`config.mk`:
```
export PLATFORM = sky130hd
export DESIGN_NAME = qte_fifo
export DESIGN_NICKNAME = d
export VERILOG_FILES = /design/src/qte_pkg.sv /design/src/qte_fifo.sv
export SDC_FILE = /design/constraint.sdc
export NUM_CORES = 1
export LEC_CHECK = 0
export BUFFER_PORTS_ARGS = -buffer_cell sky130_fd_sc_hd__clkbuf_2
export CORE_MARGIN = 4
export CORE_UTILIZATION = 45
export DETAILED_ROUTE_END_ITERATION = 8
export PLACE_DENSITY = 0.63
export SYNTH_ARGS = -nofsm -noshare
export SYNTH_HDL_FRONTEND = slang
export SYNTH_SLANG_ARGS = --single-unit
```
`constraint.sdc`:
```
create_clock -name i_clk -period 6.3 [get_ports i_clk]
set_input_delay 0.315 -clock i_clk [delete_from_list [all_inputs] [get_ports i_clk]]
set_output_delay 0.315 -clock i_clk [all_outputs]
set_load 0.005 [all_outputs]
```
`src/qte_pkg.sv`:
```
// Shared types, constants and helpers of the quaternion to Euler converter.
package qte_pkg;

    localparam int IN_DATA_W   = 64;
    localparam int OUT_DATA_W  = 48;
    localparam int OUT_USER_W  = 2;
    localparam int TERM_W      = 34;
    localparam int SQRT_BITS   = 32;
    localparam int ATAN_LEN    = 24;
    localparam int FIFO_DEPTH  = 4;
    localparam int FIFO_AW     = 2;
    localparam int FIFO_CW     = 3;

    localparam logic signed [TERM_W-1:0] PI_Q30      = 34'sd3373259426;
    localparam logic signed [15:0]       PI_Q13      = 16'sd25736;
    localparam logic signed [15:0]       HALF_PI_Q13 = 16'sd12868;

    localparam logic signed [TERM_W-1:0] ATAN_Q30 [ATAN_LEN] = '{
        34'sd843314857, 34'sd497837829, 34'sd263043837, 34'sd133525159,
        34'sd67021687,  34'sd33543516,  34'sd16775851,  34'sd8388437,
        34'sd4194283,   34'sd2097149,   34'sd1048576,   34'sd524288,
        34'sd262144,    34'sd131072,    34'sd65536,     34'sd32768,
        34'sd16384,     34'sd8192,      34'sd4096,      34'sd2048,
        34'sd1024,      34'sd512,       34'sd256,       34'sd128
    };

    // One classified item on its way from the front part to the back part.
    typedef struct packed {
        logic [31:0]              nn;
        logic [31:0]              pp;
        logic signed [TERM_W-1:0] roll_y;
        logic signed [TERM_W-1:0] roll_x;
        logic signed [TERM_W-1:0] yaw_y;
        logic signed [TERM_W-1:0] yaw_x;
        logic                     degen;
        logic                     gimbal;
        logic                     neg;
    } t_job;

    // Control that rides alongside the angle pipelines.
    typedef struct packed {
        logic valid;
        logic degen;
        logic gimbal;
        logic neg;
    } t_tag;

    // Q30 radians to Q13, rounded half up, saturated to +-lim.
    function automatic logic signed [15:0] to_q13(input logic signed [TERM_W-1:0] z,
                                                  input logic signed [15:0] lim);
        logic signed [TERM_W:0] s;
        logic signed [17:0]     r;
        s = (TERM_W+1)'(z) + 35'sd65536;
        r = 18'(s >>> 17);
        if (r > 18'(lim)) begin
            r = 18'(lim);
        end else if (r < -18'(lim)) begin
            r = -18'(lim);
        end
        return 16'(r);
    endfunction

endpackage

```
`src/qte_fifo.sv`:
```
// Short queue that decouples the front part from the back part.
module qte_fifo (
    input  logic          i_clk,
    input  logic          i_rst_n,
    input  logic          i_push,
    input  qte_pkg::t_job i_data,
    output logic          o_full,
    input  logic          i_pop,
    output logic          o_empty,
    output qte_pkg::t_job o_data
);
    import qte_pkg::*;

    t_job                 r_mem [FIFO_DEPTH];
    logic [FIFO_AW-1:0]   r_wp, r_rp;
    logic [FIFO_CW-1:0]   r_cnt;

    assign o_full  = (r_cnt == FIFO_CW'(FIFO_DEPTH));
    assign o_empty = (r_cnt == '0);
    assign o_data  = r_mem[r_rp];

    always_ff @(posedge i_clk) begin
        if (!i_rst_n) begin
            r_wp  <= '0;
            r_rp  <= '0;
            r_cnt <= '0;
        end else begin
            if (i_push) begin
                r_wp <= r_wp + 1'b1;
            end
            if (i_pop) begin
                r_rp <= r_rp + 1'b1;
            end
            if (i_push && !i_pop) begin
                r_cnt <= r_cnt + 1'b1;
            end else if (!i_push && i_pop) begin
                r_cnt <= r_cnt - 1'b1;
            end
        end
    end

    always_ff @(posedge i_clk) begin
        if (i_push) begin
            r_mem[r_wp] <= i_data;
        end
    end

endmodule

```
==> out/results.ini <==
[outcome]
status=complete, no violations

[setup_path]
critPathLaunchType=flop
r2r_cells=3
critPathRequiredTime_ns=5.98
crit_fanout=60
end_kind=output port
arrival_ns=2.95
crit_type=reg2out

[sta]
slew_headroom_pct=33.9
hold_viol=0
tns_ns=0
rsz0062_at_grt=false
whs_ns=0.0759
tightest_slew_ns=0.992
finalSetupViolations=0
period_needed_ns=3.27
clock.fmax_mhz=306
skew_ns=0.0205
slew_viol_final=0
finalCritPeriodShare_pct=51.8

[clock_tree]
clock_latency_ns=0.62
htree_levels=3
cts.sinks=821
cts_tree=done
clk_path_buf_depth=3
clk_pin_slew_ns=0.06
cts_root_buf=clkbuf_16
cts-resized-gates=0
cts_buffers=85

[global_route]
grt_pass1_vias=15100
grt_overflow=0
antenna_found_initial=3
grt_pass1_wl_mm=91.6
grt_use_total_pct=16.9
grt_max_degree=106

[pwr]
power_density_nw_per_um2=326
p_total_mw=12.2
p_leak_nw=12.7
ir_drop_uv=270

[finish]
final_util_pct=57.0
drive_above_1_share_pct=40.5
num-fill-cells=4852
final_common_cell=edfxtp_1
layout_common_cells=edfxtp_1 (812), clkbuf_2 (411), dlygate4sd3_1 (204)
final_area_um2=37400
register_area_um2=24600
area_growth_pct=25.7
multi_input_area_um2=4830
finalNetCount=1985

[detailed_routing]
vias_per_cell=5.18
num_vias=14000
drtAntennaViolNets=0
wl_per_cell_um=22.0
drc=0
first_pass_iters=5
drt_iter0_markers=835
drt_wl_total_mm=59.5

[job]
max-cap-violations=0

[synthesis]
synth_area_per_cell_um2=26.9
postSynthCellCount=1104
synth_fa_ha_area_share_pct=0.278
ys_seq_elements=821
yosysWarnings=0
muxShareOfSynthArea_pct=15.4
synth_compound_area_share_pct=0.0421
synth_top_family_by_area=multiplexers
synth-xor-area-share_pct=0.147
synthesis.nets=1317
yosysUniqueCellTypes=20
ys_seq_area_share_pct=82.6
syn-cell-area_um2=29800
synth_simple_gate_area_share_pct=0.307

[die]
die_area_um2=70300
rows=94
ios=412
chipWidth_um=265
core-area_um2=65600
die_h_um=265
initial_core_util_pct=45.3

[place]
place_hpwl_mm=34.5
port_buffers=411
gp_congestion=0.719
placed_area_um2=32700

[min_path]
hp-class=in2reg
worst_hold_path.num_cells=3

## synthesized netlist by cell type, drive strengths merged
master | n | area (µm²)
buf | 42 | 335
inv | 4 | 15.0
ha | 5 | 62.6
edfxtp | 812 | 24400
nand2 | 1 | 3.75
and2 | 9 | 56.3
o21ai | 1 | 5.00
mux2i | 2 | 20.0
nor3b | 1 | 7.51
dfxtp | 9 | 180
a21boi | 1 | 7.51
nor3 | 1 | 5.00
or3 | 1 | 6.26
nor2b | 2 | 12.5
xnor2 | 2 | 17.5
xor2 | 3 | 26.3
clkbuf | 4 | 15.0
mux4 | 203 | 4570
fa | 1 | 20.0
## routing by layer
metal / global-route usage [%] / share of wire [%]
met2: 27.0 / 49
met5: 0 / 0.022
met3: 5.80 / 8.4
met4: 4.67 / 2.4
met1: 22.6 / 40
## cell families (layout without fill, tap and decap cells)
logic type / count (synthesis) / count (layout)
muxes: 205 / 205
DFF: 821 / 821
other: 0 / 2
xor gates and xnor gates: 5 / 5
AOI/OAI and AO/OA: 2 / 2
adders and majority gates: 6 / 6
buffers and inverters: 50 / 785
and+or+nand+nor: 15 / 15
## through the flow
step | std cells | worst slack, ns
after floorplan | 1104 | 0.555
after global placement | 2345 | 3.65
after detailed placement | 2345 | 3.66
final | 2705 | 3.03
after global routing | 2704 | 2.88
after CTS | 2703 | 2.96
## flip-flops by register name, indices dropped and copies added (netlist names), named ones only
signal / cells
r_mem: 812
r_cnt: 3
r_rp: 2
r_wp: 2
## cell type report
type / count / share of cell area (%)
clock buffers: 113 / 5.97
diodes: 2 / 0.0134
multi-input cells: 233 / 12.9
inverters: 4 / 0.0402
flip-flops and latches: 821 / 65.7
clock inverters: 41 / 1.01
well taps: 864 / 2.89
repair buffers: 627 / 11.4
## final timing paths
path                               from                      end  slack [ns]
setup / recovery                   flop              o_data[178]        3.03
hold reg to reg   r_cnt[2]$_SDFFE_PN0P_    r_cnt[2]$_SDFFE_PN0P_        0.50
hold / removal                    i_pop     r_rp[0]$_SDFFE_PN0P_        0.08
setup reg to reg   r_wp[0]$_SDFFE_PN0P_  r_mem[3][173]$_DFFE_PP_        3.80
## power by group
| part | leakage, nW | total, mW | switching (mW) | internal (mW) |
|---|---|---|---|---|
| clock | 1.26 | 4.67 | 1.99 | 2.68 |
| combinational | 3.89 | 1.16 | 0.583 | 0.577 |
| sequential | 7.53 | 6.35 | 0.0680 | 6.28 |
## timing repair
action                                 4_1_cts  5_1_grt
endpoints found under the hold margin      821        0
hold buffers                               204        0
buffers inserted                             0        0
## critical path: stages (launching register included)
cell and delay [ns]:
dfxtp_4 0.96, buf_4 0.68, mux4_2 0.42, clkbuf_2 0.13
(Power assumes the default switching activity.)
